<file path="config.mk">
export PLATFORM = sky130hd
export DESIGN_NAME = triaxis_swing_gesture_detector_flat
export DESIGN_NICKNAME = d
export VERILOG_FILES = /design/src/rtl/sgd_pkg.sv /design/src/rtl/sgd_req_if.sv /design/src/rtl/sgd_rsp_if.sv /design/src/rtl/triaxis_swing_gesture_detector.sv /design/src/rtl/sgd_axis.sv /design/src/rtl/sgd_hold.sv /design/src/flat_wrapper.sv
export SDC_FILE = /design/constraint.sdc
export NUM_CORES = 1
export LEC_CHECK = 0
export ABC_AREA = 0
export BUFFER_PORTS_ARGS = -buffer_cell sky130_fd_sc_hd__buf_2
export CAP_MARGIN = 20
export CORE_MARGIN = 2
export CORE_UTILIZATION = 40
export DETAILED_ROUTE_END_ITERATION = 10
export PLACE_DENSITY_LB_ADDON = 0.12
export SETUP_SLACK_MARGIN = 0.2
export SLEW_MARGIN = 10
export SYNTH_ARGS = -nofsm -noshare
export SYNTH_HDL_FRONTEND = slang
export SYNTH_SLANG_ARGS = --single-unit
export TNS_END_PERCENT = 5
</file>
<file path="constraint.sdc">
create_clock -name clock -period 6.9 [get_ports clock]
set_input_delay 0.345 -clock clock [delete_from_list [all_inputs] [get_ports clock]]
set_output_delay 0.345 -clock clock [all_outputs]
set_load 0.01 [all_outputs]
</file>
<file path="src/rtl/sgd_pkg.sv">
// shared constants and types for the three-axis swing detector
package sgd_pkg;

   localparam int SAMPLE_BITS_DEF = 13;
   localparam int THR_W           = 13;
   localparam int PERIOD_W        = 15;
   localparam int COUNT_W         = 16;
   localparam int AXIS_W          = 2;
   localparam int CSR_IDX_W       = 2;
   localparam int CSR_DATA_W      = 15;

   localparam logic [CSR_IDX_W-1:0] CSR_ENABLE    = 2'd0;
   localparam logic [CSR_IDX_W-1:0] CSR_THRESHOLD = 2'd1;
   localparam logic [CSR_IDX_W-1:0] CSR_TICK      = 2'd2;
   localparam logic [CSR_IDX_W-1:0] CSR_HOLD      = 2'd3;

   localparam logic [AXIS_W-1:0] AXIS_X = 2'd0;
   localparam logic [AXIS_W-1:0] AXIS_Y = 2'd1;
   localparam logic [AXIS_W-1:0] AXIS_Z = 2'd2;

   localparam logic                       ENABLE_RST = 1'b1;
   localparam logic [THR_W-1:0]           THR_RST    = 13'd2500;
   localparam logic [PERIOD_W-1:0]        TICK_RST   = 15'd100;
   localparam logic [PERIOD_W-1:0]        HOLD_RST   = 15'd2000;
   localparam logic signed [COUNT_W-1:0]  COUNT_RST  = 16'sd2000;

   typedef struct packed {
      logic load;
      logic update;
   } axis_ctl_type;

   typedef struct packed {
      logic step;
      logic set;
   } hold_ctl_type;

   typedef struct packed {
      logic active;
      logic expired;
   } hold_stat_type;

endpackage

</file>
<file path="src/rtl/sgd_req_if.sv">
// sample channel: valid, ready and the three axis readings
interface sgd_req_if #(
   parameter int SAMPLE_BITS = sgd_pkg::SAMPLE_BITS_DEF
);
   logic                          valid;
   logic                          ready;
   logic signed [SAMPLE_BITS-1:0] accel_x;
   logic signed [SAMPLE_BITS-1:0] accel_y;
   logic signed [SAMPLE_BITS-1:0] accel_z;

   modport source (output valid, output accel_x, output accel_y, output accel_z,
                   input ready);
   modport sink   (input valid, input accel_x, input accel_y, input accel_z,
                   output ready);
endinterface

</file>
<file path="src/rtl/sgd_rsp_if.sv">
// result channel: valid, ready and the detection word
interface sgd_rsp_if;
   logic                        valid;
   logic                        ready;
   logic                        detected;
   logic [sgd_pkg::AXIS_W-1:0]  detected_axis;
   logic                        hold_active;
   logic                        hold_expired;

   modport source (output valid, output detected, output detected_axis,
                   output hold_active, output hold_expired, input ready);
   modport sink   (input valid, input detected, input detected_axis,
                   input hold_active, input hold_expired, output ready);
endinterface

</file>
<file path="src/rtl/triaxis_swing_gesture_detector.sv">
// Three-axis swing detector: one accelerometer word in, one detection word out.
// req_bus carries accel_x/y/z; a word is taken when valid and ready are high.
// rsp_bus returns detected, detected_axis, hold_active and hold_expired for
// every word taken, in order, one result per word.
// A word taken loads the input register and then the result register, which
// drives rsp_bus. Throughput: one word per cycle while rsp_ready is high; the
// min/max compare and countdown subtract sit between the input register and
// the result register.
// The csr_ port writes enable, swing_threshold, tick_period and hold_time
// (index 0..3) on any edge with csr_we high; write only while idle.
// Reset (synchronous, active high) empties both registers, restores the
// register defaults, re-arms the min/max init and clears the hold.
// When rsp_ready is low, the result register holds its word and the input
// register still takes one more word before req_ready drops.
module triaxis_swing_gesture_detector #(
   parameter int SAMPLE_BITS = sgd_pkg::SAMPLE_BITS_DEF
) (
   input  logic                              clock,
   input  logic                              reset,
   sgd_req_if.sink                           req_bus,
   sgd_rsp_if.source                         rsp_bus,
   input  logic                              csr_we,
   input  logic [sgd_pkg::CSR_IDX_W-1:0]     csr_index,
   input  logic [sgd_pkg::CSR_DATA_W-1:0]    csr_wdata
);
   import sgd_pkg::*;

   // configuration
   logic                enable_ff;
   logic [THR_W-1:0]    threshold_ff;
   logic [PERIOD_W-1:0] tick_ff;
   logic [PERIOD_W-1:0] hold_ff;

   // input register
   logic                          s1_valid_ff;
   logic signed [SAMPLE_BITS-1:0] s1_x_ff, s1_y_ff, s1_z_ff;

   // result register
   logic                out_valid_ff;
   logic                det_ff;
   logic [AXIS_W-1:0]   axis_ff;
   logic                active_ff;
   logic                expired_ff;

   logic                init_pending_ff, init_pending_in;
   logic                out_free, s1_fire, req_fire, step;
   logic                exceed_x, exceed_y, exceed_z;
   logic                det;
   logic [AXIS_W-1:0]   det_axis;
   axis_ctl_type        axis_ctl;
   hold_ctl_type        hold_ctl;
   hold_stat_type       hold_stat;

   assign out_free      = !out_valid_ff || rsp_bus.ready;
   assign s1_fire       = s1_valid_ff && out_free;
   assign req_bus.ready = !s1_valid_ff || out_free;
   assign req_fire      = req_bus.valid && req_bus.ready;
   assign step          = s1_fire && enable_ff;

   assign axis_ctl.load   = step && init_pending_ff;
   assign axis_ctl.update = step && !init_pending_ff;

   sgd_axis #(.SAMPLE_BITS(SAMPLE_BITS)) u_axis_x (
      .clock(clock), .ctl(axis_ctl), .sample(s1_x_ff),
      .threshold(threshold_ff), .exceed(exceed_x)
   );
   sgd_axis #(.SAMPLE_BITS(SAMPLE_BITS)) u_axis_y (
      .clock(clock), .ctl(axis_ctl), .sample(s1_y_ff),
      .threshold(threshold_ff), .exceed(exceed_y)
   );
   sgd_axis #(.SAMPLE_BITS(SAMPLE_BITS)) u_axis_z (
      .clock(clock), .ctl(axis_ctl), .sample(s1_z_ff),
      .threshold(threshold_ff), .exceed(exceed_z)
   );

   // x wins over y, y over z
   always_comb begin
      det      = 1'b0;
      det_axis = AXIS_X;
      if (axis_ctl.update) begin
         if (exceed_x) begin
            det      = 1'b1;
            det_axis = AXIS_X;
         end else if (exceed_y) begin
            det      = 1'b1;
            det_axis = AXIS_Y;
         end else if (exceed_z) begin
            det      = 1'b1;
            det_axis = AXIS_Z;
         end
      end
   end

   assign hold_ctl.step = step;
   assign hold_ctl.set  = det;

   sgd_hold u_hold (
      .clock(clock), .reset(reset), .ctl(hold_ctl),
      .tick_period(tick_ff), .hold_time(hold_ff), .stat(hold_stat)
   );

   always_comb begin
      init_pending_in = init_pending_ff;
      if (axis_ctl.load) begin
         init_pending_in = 1'b0;
      end else if (det) begin
         init_pending_in = 1'b1;
      end
   end

   always_ff @(posedge clock) begin
      if (reset) begin
         enable_ff    <= ENABLE_RST;
         threshold_ff <= THR_RST;
         tick_ff      <= TICK_RST;
         hold_ff      <= HOLD_RST;
      end else if (csr_we) begin
         case (csr_index)
            CSR_ENABLE:    enable_ff    <= csr_wdata[0];
            CSR_THRESHOLD: threshold_ff <= csr_wdata[THR_W-1:0];
            CSR_TICK:      tick_ff      <= csr_wdata[PERIOD_W-1:0];
            CSR_HOLD:      hold_ff      <= csr_wdata[PERIOD_W-1:0];
            default: begin
            end
         endcase
      end
   end

   always_ff @(posedge clock) begin
      if (reset) begin
         s1_valid_ff     <= 1'b0;
         out_valid_ff    <= 1'b0;
         init_pending_ff <= 1'b1;
      end else begin
         if (req_fire) begin
            s1_valid_ff <= 1'b1;
         end else if (s1_fire) begin
            s1_valid_ff <= 1'b0;
         end
         if (s1_fire) begin
            out_valid_ff <= 1'b1;
         end else if (rsp_bus.ready) begin
            out_valid_ff <= 1'b0;
         end
         init_pending_ff <= init_pending_in;
      end
   end

   always_ff @(posedge clock) begin
      if (req_fire) begin
         s1_x_ff <= req_bus.accel_x;
         s1_y_ff <= req_bus.accel_y;
         s1_z_ff <= req_bus.accel_z;
      end
      if (s1_fire) begin
         det_ff     <= det;
         axis_ff    <= det_axis;
         active_ff  <= hold_stat.active;
         expired_ff <= hold_stat.expired;
      end
   end

   assign rsp_bus.valid         = out_valid_ff;
   assign rsp_bus.detected      = det_ff;
   assign rsp_bus.detected_axis = axis_ff;
   assign rsp_bus.hold_active   = active_ff;
   assign rsp_bus.hold_expired  = expired_ff;

endmodule

</file>
<file path="src/rtl/sgd_axis.sv">
// per-axis running min/max tracker with span threshold compare
module sgd_axis #(
   parameter int SAMPLE_BITS = sgd_pkg::SAMPLE_BITS_DEF
) (
   input  logic                          clock,
   input  sgd_pkg::axis_ctl_type         ctl,
   input  logic signed [SAMPLE_BITS-1:0] sample,
   input  logic [sgd_pkg::THR_W-1:0]     threshold,
   output logic                          exceed
);
   import sgd_pkg::*;

   localparam int CMP_W = (SAMPLE_BITS + 1 > THR_W) ? SAMPLE_BITS + 1 : THR_W;

   logic signed [SAMPLE_BITS-1:0] lo_ff, lo_in;
   logic signed [SAMPLE_BITS-1:0] hi_ff, hi_in;
   logic signed [SAMPLE_BITS:0]   hi_ext, lo_ext, diff;
   logic [SAMPLE_BITS:0]          span;

   always_comb begin
      lo_in = lo_ff;
      hi_in = hi_ff;
      if (ctl.load) begin
         lo_in = sample;
         hi_in = sample;
      end else if (ctl.update) begin
         if (sample > hi_ff) begin
            hi_in = sample;
         end else if (sample < lo_ff) begin
            lo_in = sample;
         end
      end
   end

   // min never exceeds max, so the span is non-negative
   assign hi_ext = (SAMPLE_BITS+1)'(hi_in);
   assign lo_ext = (SAMPLE_BITS+1)'(lo_in);
   assign diff   = hi_ext - lo_ext;
   assign span   = $unsigned(diff);
   assign exceed = CMP_W'(span) > CMP_W'(threshold);

   always_ff @(posedge clock) begin
      lo_ff <= lo_in;
      hi_ff <= hi_in;
   end

endmodule

</file>
<file path="src/rtl/sgd_hold.sv">
// hold flag and millisecond countdown after a detection
module sgd_hold (
   input  logic                          clock,
   input  logic                          reset,
   input  sgd_pkg::hold_ctl_type         ctl,
   input  logic [sgd_pkg::PERIOD_W-1:0]  tick_period,
   input  logic [sgd_pkg::PERIOD_W-1:0]  hold_time,
   output sgd_pkg::hold_stat_type        stat
);
   import sgd_pkg::*;

   logic                      flag_ff, flag_in;
   logic signed [COUNT_W-1:0] count_ff, count_in;
   logic signed [COUNT_W:0]   diff;
   logic                      run_out;
   logic                      expired;

   assign diff    = $signed({count_ff[COUNT_W-1], count_ff}) - $signed({2'b00, tick_period});
   assign run_out = diff[COUNT_W] || (diff == '0);

   always_comb begin
      flag_in  = flag_ff;
      count_in = count_ff;
      expired  = 1'b0;
      // detection raises the flag and the countdown drops on the same tick, unless the count runs out
      if (ctl.step && (flag_ff || ctl.set)) begin
         if (run_out) begin
            flag_in  = 1'b0;
            count_in = $signed(COUNT_W'(hold_time));
            expired  = 1'b1;
         end else begin
            flag_in  = 1'b1;
            count_in = $signed(diff[COUNT_W-1:0]);
         end
      end
   end

   assign stat.active  = flag_in;
   assign stat.expired = expired;

   always_ff @(posedge clock) begin
      if (reset) begin
         flag_ff  <= 1'b0;
         count_ff <= COUNT_RST;
      end else begin
         flag_ff  <= flag_in;
         count_ff <= count_in;
      end
   end

endmodule

</file>
<file path="src/flat_wrapper.sv">
// flat-port wrapper written by rule: the top's interface ports become plain ports
module triaxis_swing_gesture_detector_flat import sgd_pkg::*;
#(
   parameter int SAMPLE_BITS = sgd_pkg::SAMPLE_BITS_DEF
)
  (clock, reset, csr_we, csr_index, csr_wdata, req_bus_valid, req_bus_accel_x, req_bus_accel_y, req_bus_accel_z, req_bus_ready, rsp_bus_valid, rsp_bus_detected, rsp_bus_detected_axis, rsp_bus_hold_active, rsp_bus_hold_expired, rsp_bus_ready);
  sgd_req_if #(.SAMPLE_BITS(SAMPLE_BITS)) req_bus_i ();
  sgd_rsp_if rsp_bus_i ();
  input  logic clock;
  input  logic reset;
  input  logic csr_we;
  input  logic [sgd_pkg::CSR_IDX_W-1:0] csr_index;
  input  logic [sgd_pkg::CSR_DATA_W-1:0] csr_wdata;
  input wire logic [$bits(req_bus_i.valid)-1:0] req_bus_valid;
  input wire logic [$bits(req_bus_i.accel_x)-1:0] req_bus_accel_x;
  input wire logic [$bits(req_bus_i.accel_y)-1:0] req_bus_accel_y;
  input wire logic [$bits(req_bus_i.accel_z)-1:0] req_bus_accel_z;
  output wire logic [$bits(req_bus_i.ready)-1:0] req_bus_ready;
  output wire logic [$bits(rsp_bus_i.valid)-1:0] rsp_bus_valid;
  output wire logic [$bits(rsp_bus_i.detected)-1:0] rsp_bus_detected;
  output wire logic [$bits(rsp_bus_i.detected_axis)-1:0] rsp_bus_detected_axis;
  output wire logic [$bits(rsp_bus_i.hold_active)-1:0] rsp_bus_hold_active;
  output wire logic [$bits(rsp_bus_i.hold_expired)-1:0] rsp_bus_hold_expired;
  input wire logic [$bits(rsp_bus_i.ready)-1:0] rsp_bus_ready;
  assign req_bus_i.valid = req_bus_valid;
  assign req_bus_i.accel_x = req_bus_accel_x;
  assign req_bus_i.accel_y = req_bus_accel_y;
  assign req_bus_i.accel_z = req_bus_accel_z;
  assign req_bus_ready = req_bus_i.ready;
  assign rsp_bus_valid = rsp_bus_i.valid;
  assign rsp_bus_detected = rsp_bus_i.detected;
  assign rsp_bus_detected_axis = rsp_bus_i.detected_axis;
  assign rsp_bus_hold_active = rsp_bus_i.hold_active;
  assign rsp_bus_hold_expired = rsp_bus_i.hold_expired;
  assign rsp_bus_i.ready = rsp_bus_ready;
  triaxis_swing_gesture_detector #(.SAMPLE_BITS(SAMPLE_BITS)) u_core (.clock(clock), .reset(reset), .req_bus(req_bus_i), .rsp_bus(rsp_bus_i), .csr_we(csr_we), .csr_index(csr_index), .csr_wdata(csr_wdata));
endmodule
</file>
Word-level counts from Yosys, hierarchy flattened
Cells that the tools add are included.
{ "totals": {"word_cells": 101, "output_inout_bits": 7, "input_bits": 61, "register_bits": 186} }
{ "classes": {"add_sub_neg": 4, "reduce_logical": 24, "mux": 37, "n_lt_le_gt_ge": 9, "n_eq_ne": 3, "n_bitwise": 1} }
{ "op_table": {"columns": ["operator", "n"], "rows": [
  ["$mux W13", 21],
  ["$gt A14 B13 Y1", 3],
  ["$sub A13 B13 Y14", 3],
  ["$gt A13 B13 Y1", 3],
  ["$lt A13 B13 Y1", 3],
  ["$logic_not A17 Y1", 1],
  ["$sub A16 B16 Y17", 1],
  ["$mux W16", 1],
  ["$mux W1", 14],
  ["$reduce_and A2 Y1", 4],
  ["$logic_and A1 B1 Y1", 6],
  ["$reduce_bool A2 Y1", 3],
  ["$eq A2 B2 Y1 const B", 2],
  ["$logic_or A1 B1 Y1", 4],
  ["$logic_not A1 Y1", 3],
  ["$reduce_or A3 Y1", 1],
  ["$eq A2 B1 Y1 const B", 1],
  ["$logic_not A2 Y1", 1],
  ["$mux W2", 1],
  ["$reduce_or A2 Y1", 1],
  ["$not A1 Y1", 1]
]} }

Logic depth before layout (Yosys ltp)
{ "depth": {"depth_word": 16, "ltp_mapped": 35, "ltp_nobuf": 33} }

By module
From an unflattened synthesis, not the netlist that was laid out.
{ "unflattened": {"cells_unflattened": 1506, "area_unflattened_um2": 12858.6} }
{ "modules_own_cells": {"columns": ["mod", "n_inst", "seq_area_each_um2", "cells_per_inst", "area_each_um2"], "rows": [
  ["sgd_axis (u_core.u_axis_y ...)", 2, 530.5, 330, 2636.3],
  ["triaxis_swing_gesture_detector", 1, 2262.2, 262, 3096.7],
  ["sgd_axis (u_core.u_axis_x)", 1, 530.5, 339, 2641.3],
  ["sgd_hold", 1, 340.3, 245, 1848.0]
]} }

Least setup slack after synthesis
Ideal clock, no wire load.
{ "synth_timing": {"path_type": "flip-flop to flip-flop", "from": "register u_core.s1_y_ff[10]", "to": "register u_core.u_hold.count_ff[2]", "setup_time_ns": 0.095, "path_slack_ns": 0.473, "path_stages_with_launch": 32, "t_arrival_ns": 6.332, "path_cell_list": "edfxtp_1 > ha_1 > a21o_1 > a2111o_1 > or2_2 > nor2_1 > o21ai_0 > a21oi_1 > o21ai_1 > clkbuf_1 > mux2i_1 > fa_1 > a21o_1 > a21oi_1 > o21ai_0 > a21oi_1 > nor2b_1 > o2111ai_1 > nand3_1 > nor2_1 > xnor2_1 > ha_1 > o21a_1 > o21ai_0 > a31oi_1 > o32a_1 > nor4_1 > nand4_1 > a21oi_1 > buf_2 > nor2_1 > a221oi_1"} }
{ "synth_between": {"elab_chain_cells": 12} }
{ "synth_lines": {"columns": ["item", "line_no", "text"], "rows": [
  ["from (decl)", "triaxis_swing_gesture_detector.sv:36", "logic signed [SAMPLE_BITS-1:0] s1_x_ff, s1_y_ff, s1_z_ff;"],
  ["from (signal assigned)", "triaxis_swing_gesture_detector.sv:152", "s1_y_ff <= req_bus.accel_y;"],
  ["$lt A13 B13 Y1", "sgd_axis.sv:29", "end else if (sample < lo_ff) begin"],
  ["$mux W13", "sgd_axis.sv:29", null],
  ["$mux W13", "sgd_axis.sv:27", "if (sample > hi_ff) begin"],
  ["$mux W13", "sgd_axis.sv:26", "end else if (ctl.update) begin"],
  ["$mux W13", "sgd_axis.sv:23", "if (ctl.load) begin"],
  ["$sub A13 B13 Y14 *", "sgd_axis.sv:38", "assign diff = hi_ext - lo_ext;"],
  ["$gt A14 B13 Y1 *", "sgd_axis.sv:40", "assign exceed = CMP_W'(span) > CMP_W'(threshold);"],
  ["$mux W1 *", "triaxis_swing_gesture_detector.sv:84", "end else if (exceed_y) begin"],
  ["$mux W1 *", "triaxis_swing_gesture_detector.sv:81", "if (exceed_x) begin"],
  ["$mux W1 *", "triaxis_swing_gesture_detector.sv:80", "if (axis_ctl.update) begin"],
  ["$logic_or A1 B1 Y1 *", "sgd_hold.sv:26", "if (ctl.step && (flag_ff || ctl.set)) begin"],
  ["$logic_and A1 B1 Y1 *", "sgd_hold.sv:26", null],
  ["to (signal assigned)", "sgd_hold.sv:47", "count_ff <= count_in;"],
  ["to (decl)", "sgd_hold.sv:13", "logic signed [COUNT_W-1:0] count_ff, count_in;"]
]} }
Every way passes the cells marked *; elsewhere a longest branch is shown, timed or not.
A chain may end at the register's enable or synchronous reset.

Final worst setup path
{ "layout_timing": {"from": "register u_core.s1_y_ff[10]", "to": "register u_core.expired_ff (netlist: u_core.rsp_bus.hold_expired) (data pin)"} }
{ "layout_between": {"elab_chain_cells": 12} }
{ "layout_lines": {"columns": ["item", "line_no", "text"], "rows": [
  ["$lt A13 B13 Y1", "sgd_axis.sv:29", null],
  ["$mux W13", "sgd_axis.sv:29", null],
  ["$mux W13 *", "sgd_axis.sv:27", null],
  ["$mux W13 *", "sgd_axis.sv:26", null],
  ["$mux W13 *", "sgd_axis.sv:23", null],
  ["net u_core.u_axis_y.lo_in[0]", "sgd_axis.sv:15", "logic signed [SAMPLE_BITS-1:0] lo_ff, lo_in;"],
  ["$sub A13 B13 Y14 *", "sgd_axis.sv:38", null],
  ["$gt A14 B13 Y1 *", "sgd_axis.sv:40", null],
  ["$mux W1 *", "triaxis_swing_gesture_detector.sv:84", null],
  ["$mux W1 *", "triaxis_swing_gesture_detector.sv:81", null],
  ["$mux W1 *", "triaxis_swing_gesture_detector.sv:80", null],
  ["$logic_or A1 B1 Y1 *", "sgd_hold.sv:26", null],
  ["$logic_and A1 B1 Y1 *", "sgd_hold.sv:26", null],
  ["to (signal assigned)", "triaxis_swing_gesture_detector.sv:159", "expired_ff <= hold_stat.expired;"],
  ["to (decl)", "triaxis_swing_gesture_detector.sv:43", "logic expired_ff;"]
]} }
The timed path passes the listed nets; every way through them passes the cells marked *.

==> impl_metrics.csv <==
group,metric,value,unit
timing,report.final.hold_viol_count,0,
timing,period_utilization,94.5,%
cts,ctsLongestPathBuffers,2,
timing,max_slew_margin,46.7,%
timing,fin_tns_setup,0,ns
timing,fin_hold_ws,0.0600,ns
critical_path,timing.critical_path.arrival,6.73,ns
final_layout,area_growth_syn_to_layout,16.2,%
power,ir_worst_vdd,231,uV
global_routing,first_global_vias,9376,
yosys,mapped_nets,1547,
yosys,synth-compound-area-share,16.2,%
critical_path,rr_startpoint,"u_core.s1_y_ff[10]$_DFFE_PP_",
yosys,synth.cell_area,0.0122,mm2
yosys,area_share_of_and_or_nand_nor_cells_after_synthesis,13.7,%
critical_path,cp_top_family,"compound AO/OA/AOI/OAI gates",
min_path,min-delay-start,"req_bus_accel_x[12]",
global_routing,grt_first_pass_wirelength,47.3,mm
power,power_density,326,mW/mm2
yosys,synthCells,1314,
yosys,synth.yosys.seq_area_share,34.0,%
global_routing,grt.total_usage,18.9,%
min_path,holdCritPathClass,"input pin to flip-flop",
cts,number_of_clock_buffers_inserted_by_tritoncts,17,
cts,clk_latency,0.46,ns
yosys,ys_warn_count,0,
critical_path,cp.buffers_inverters,1,
cts,cts_tree,"done",
final_layout,n_antenna_cell,0,
critical_path,critPathLaunchType,"flip-flop",
global_routing,grt_antenna_before_repair,0,
detailed_routing,detailroute.via_count,9592,
cts,htree_levels,4,
final_layout,layout-drive-gt1-share,20.4,%
global_routing,pin_count_of_the_biggest_net_entering_global_routing,50,
timing,max_freq,0.153,GHz
detailed_routing,remaining_drc_errors,0,
detailed_routing,antenna_violating_nets_post_route,0,
floorplanning,core.rowCount,64,
final_layout,finalCoreUtilization,46.8,%
critical_path,crit_path_max_incr_delay,0.43,ns
critical_path,critical_path_class,"flip-flop to flip-flop",
timing,postLayoutSetupSlackWorst,0.377,ns
placed_design,dp_hpwl,22.4,mm
floorplanning,die_height,179,um
detailed_routing,wire_length_per_cell,16.3,um
timing,final-max-slew-violation-count,0,
placed_design,placement.io_buffers,67,
cts,clk_transition_reported_paths,0.08,ns
floorplanning,dieWidth,179,um
timing,final.min_clock_period,6.52,ns
yosys,post_synth_edffs,44,
placed_design,detailedPlace.worstSlack,-0.0392,ns
cts,quantity_of_hold_fixing_buffers_added_after_cts,0,
placed_design,place_inst,1763,
final_layout,nets_final,1648,
flow_run,max-cap-violations,0,
yosys,postSynthRegisterBits,186,
cts,cts_root_buf,"clkbuf_16",
yosys,adder_cell_area_share_of_the_yosys_netlist,17.8,%
timing,clock-skew-final,0.0121,ns
floorplanning,core_area,0.0303,mm2
floorplanning,initial_core_util,40.3,%
critical_path,worst_path_max_delay_cell,"edfxtp_1",
detailed_routing,drt_iter0_markers,467,
critical_path,critical_path.startpoint,"u_core.s1_y_ff[10]$_DFFE_PP_",
final_layout,number_of_flip_flops_under_the_largest_register_name,16,
timing,finalSetupViolations,0,
run_status,status,"finished, final reports clean",
yosys,synthMuxAreaShare,10.4,%
yosys,synth_xor_xnor_area_share,2.58,%
critical_path,critPathCaptureType,"flip-flop",
yosys,postSynthAreaPerCell,9.31,um2
yosys,main_combinational_cell_family_by_area_after_synthesis,"adder cells",
detailed_routing,drtPass1Iterations,5,
power,leakage,6.28,nW
critical_path,crit_path_max_fanout,7,
timing,unrepaired_setup_endpoints_after_global_routing,"yes",
final_layout,largest_register,"u_core.u_hold.count_ff",
timing,worst-slew-pin-transition,0.792,ns
yosys,yosys.cell_types.count,78,
detailed_routing,routed_wirelength,29.6,mm
yosys,ys_async_sr_fraction,0,%
final_layout,post_layout_nonfiller_instances,1824,
global_routing,globalRouteOverflowTotal,0,
critical_path,critical_path_required,7.10,ns
cts,tritoncts_num_sinks,186,
yosys,ys.flop_type,"dfxtp_1",
detailed_routing,detail_route.vias_per_cell,5.26,
floorplanning,die-area,0.0320,mm2
placed_design,routability_cong,0.835,
final_layout,largest_registers,"u_core.u_hold.count_ff x16, u_core.hold_ff x15, u_core.tick_ff x15",
floorplanning,design.portCount,68,
-- stage by stage --
| step | area (um2) | total power [W] |
|---|---|---|
| 2_1_floorplan | 12200 | 0.00300 |
| 3_3_place_gp | 13100 | 0.00345 |
| 3_5_place_dp | 13100 | 0.00349 |
| 4_1_cts | 13700 | 0.00452 |
| 5_1_grt | 14200 | 0.00503 |
| 6_report | 14200 | 0.00463 |
-- cells in the mapped netlist (all sizes together), types with 6 or more instances --
| cell type | n | area, um2 |
|---|---|---|
| a211oi | 14 | 105 |
| a21o | 25 | 189 |
| a21oi | 90 | 450 |
| a221oi | 8 | 88.8 |
| a31oi | 8 | 50.1 |
| and2 | 8 | 52.6 |
| and3 | 10 | 62.6 |
| buf | 12 | 68.8 |
| clkbuf | 22 | 82.6 |
| dfxtp | 142 | 2840 |
| edfxtp | 44 | 1320 |
| ha | 168 | 2100 |
| inv | 131 | 492 |
| mux2 | 76 | 856 |
| mux2i | 41 | 410 |
| nand2 | 117 | 439 |
| nand2b | 12 | 75.1 |
| nand3 | 24 | 120 |
| nand4 | 20 | 125 |
| nor2 | 72 | 270 |
| nor2b | 22 | 153 |
| nor3 | 21 | 105 |
| o2111ai | 6 | 52.6 |
| o211ai | 15 | 113 |
| o21a | 25 | 188 |
| o21ai | 52 | 268 |
| o21bai | 6 | 45.0 |
| o31ai | 6 | 45.0 |
| xnor2 | 29 | 254 |
| xor2 | 7 | 61.3 |
-- worst reg2reg max path: cells and delay by family, from the launching register on --
kind                     cells  cell delay (ns)
buffers and inverters        1             0.06
AND/OR/NAND/NOR              8             1.41
adder cells (fa/ha/maj)      4             1.06
flip-flops                   1             0.43
XOR/XNOR                     1             0.14
AO/OA/AOI/OAI               15             2.93
multiplexers                 1             0.24
-- power breakdown --
group | total (W) | switching, W | internal [W]
Combinational | 0.00228 | 0.00121 | 0.00107
Sequential | 0.00137 | 0.000100 | 0.00127
Clock | 0.000980 | 0.000495 | 0.000485
Total | 0.00463 | 0.00180 | 0.00283
-- logic make-up after synthesis --
| group | after synthesis |
|---|---|
| fa+ha+maj | 172 |
| simple gates | 340 |
| buf+inv | 166 |
| compound gates | 297 |
| mux | 117 |
| xor+xnor | 36 |
| flops | 186 |
-- path summary, 6_finish.rpt --
check / depth (start not counted) / endpoint / slack, ns
setup / recovery: 30 / u_core.rsp_bus.hold_expired$_SDFFCE_PN0P_ / 0.38
hold / removal: 1 / u_core.s1_x_ff[12]$_DFFE_PP_ / 0.06
setup reg to reg: 30 / u_core.rsp_bus.hold_expired$_SDFFCE_PN0P_ / 0.38
hold reg to reg: 2 / u_core.threshold_ff[12]$_SDFFE_PP0P_ / 0.46
-- placed cells by master, fill, tap and decap left out, types with 18 or more instances in the layout --
master	netlist	routed
xnor2_1	29	29
edfxtp_1	44	44
buf_2	7	67
o21a_1	25	25
o21ai_0	44	39
ha_1	168	163
nand2_1	117	117
dfxtp_1	142	140
a21o_1	24	24
nor3_1	21	19
inv_1	131	130
a21oi_1	90	80
clkbuf_16	0	18
buf_4	0	41
nor2_1	72	68
nor2b_1	20	19
mux2_2	75	72
nand3_1	24	23
mux2i_1	41	39
nand4_1	20	20
-- layout make-up --
| cell class | instances | area [um2] |
|---|---|---|
| clock buffer | 18 | 429 |
| clock inverter | 14 | 156 |
| fill | 2957 | 16100 |
| inverter | 132 | 495 |
| multi-input combinational | 962 | 7700 |
| sequential | 186 | 4170 |
| tap | 396 | 495 |
| timing repair buffer | 116 | 773 |
-- routing by layer --
metal	track usage (%)	vias up	share of wire [%]
li1	-	4943	-
met3	3.12	25	3.0
met5	0	-	0
met4	5.79	0	1.5
met2	31.1	124	46
met1	25.2	4500	49
-- repair_timing --
action,CTS,global route
pin swaps,4,46
cloned,0,1
resized for setup,3,63
setup endpoints to repair,19,21
buffers inserted,4,23
No activity file was read; power rests on OpenSTA's default activity.
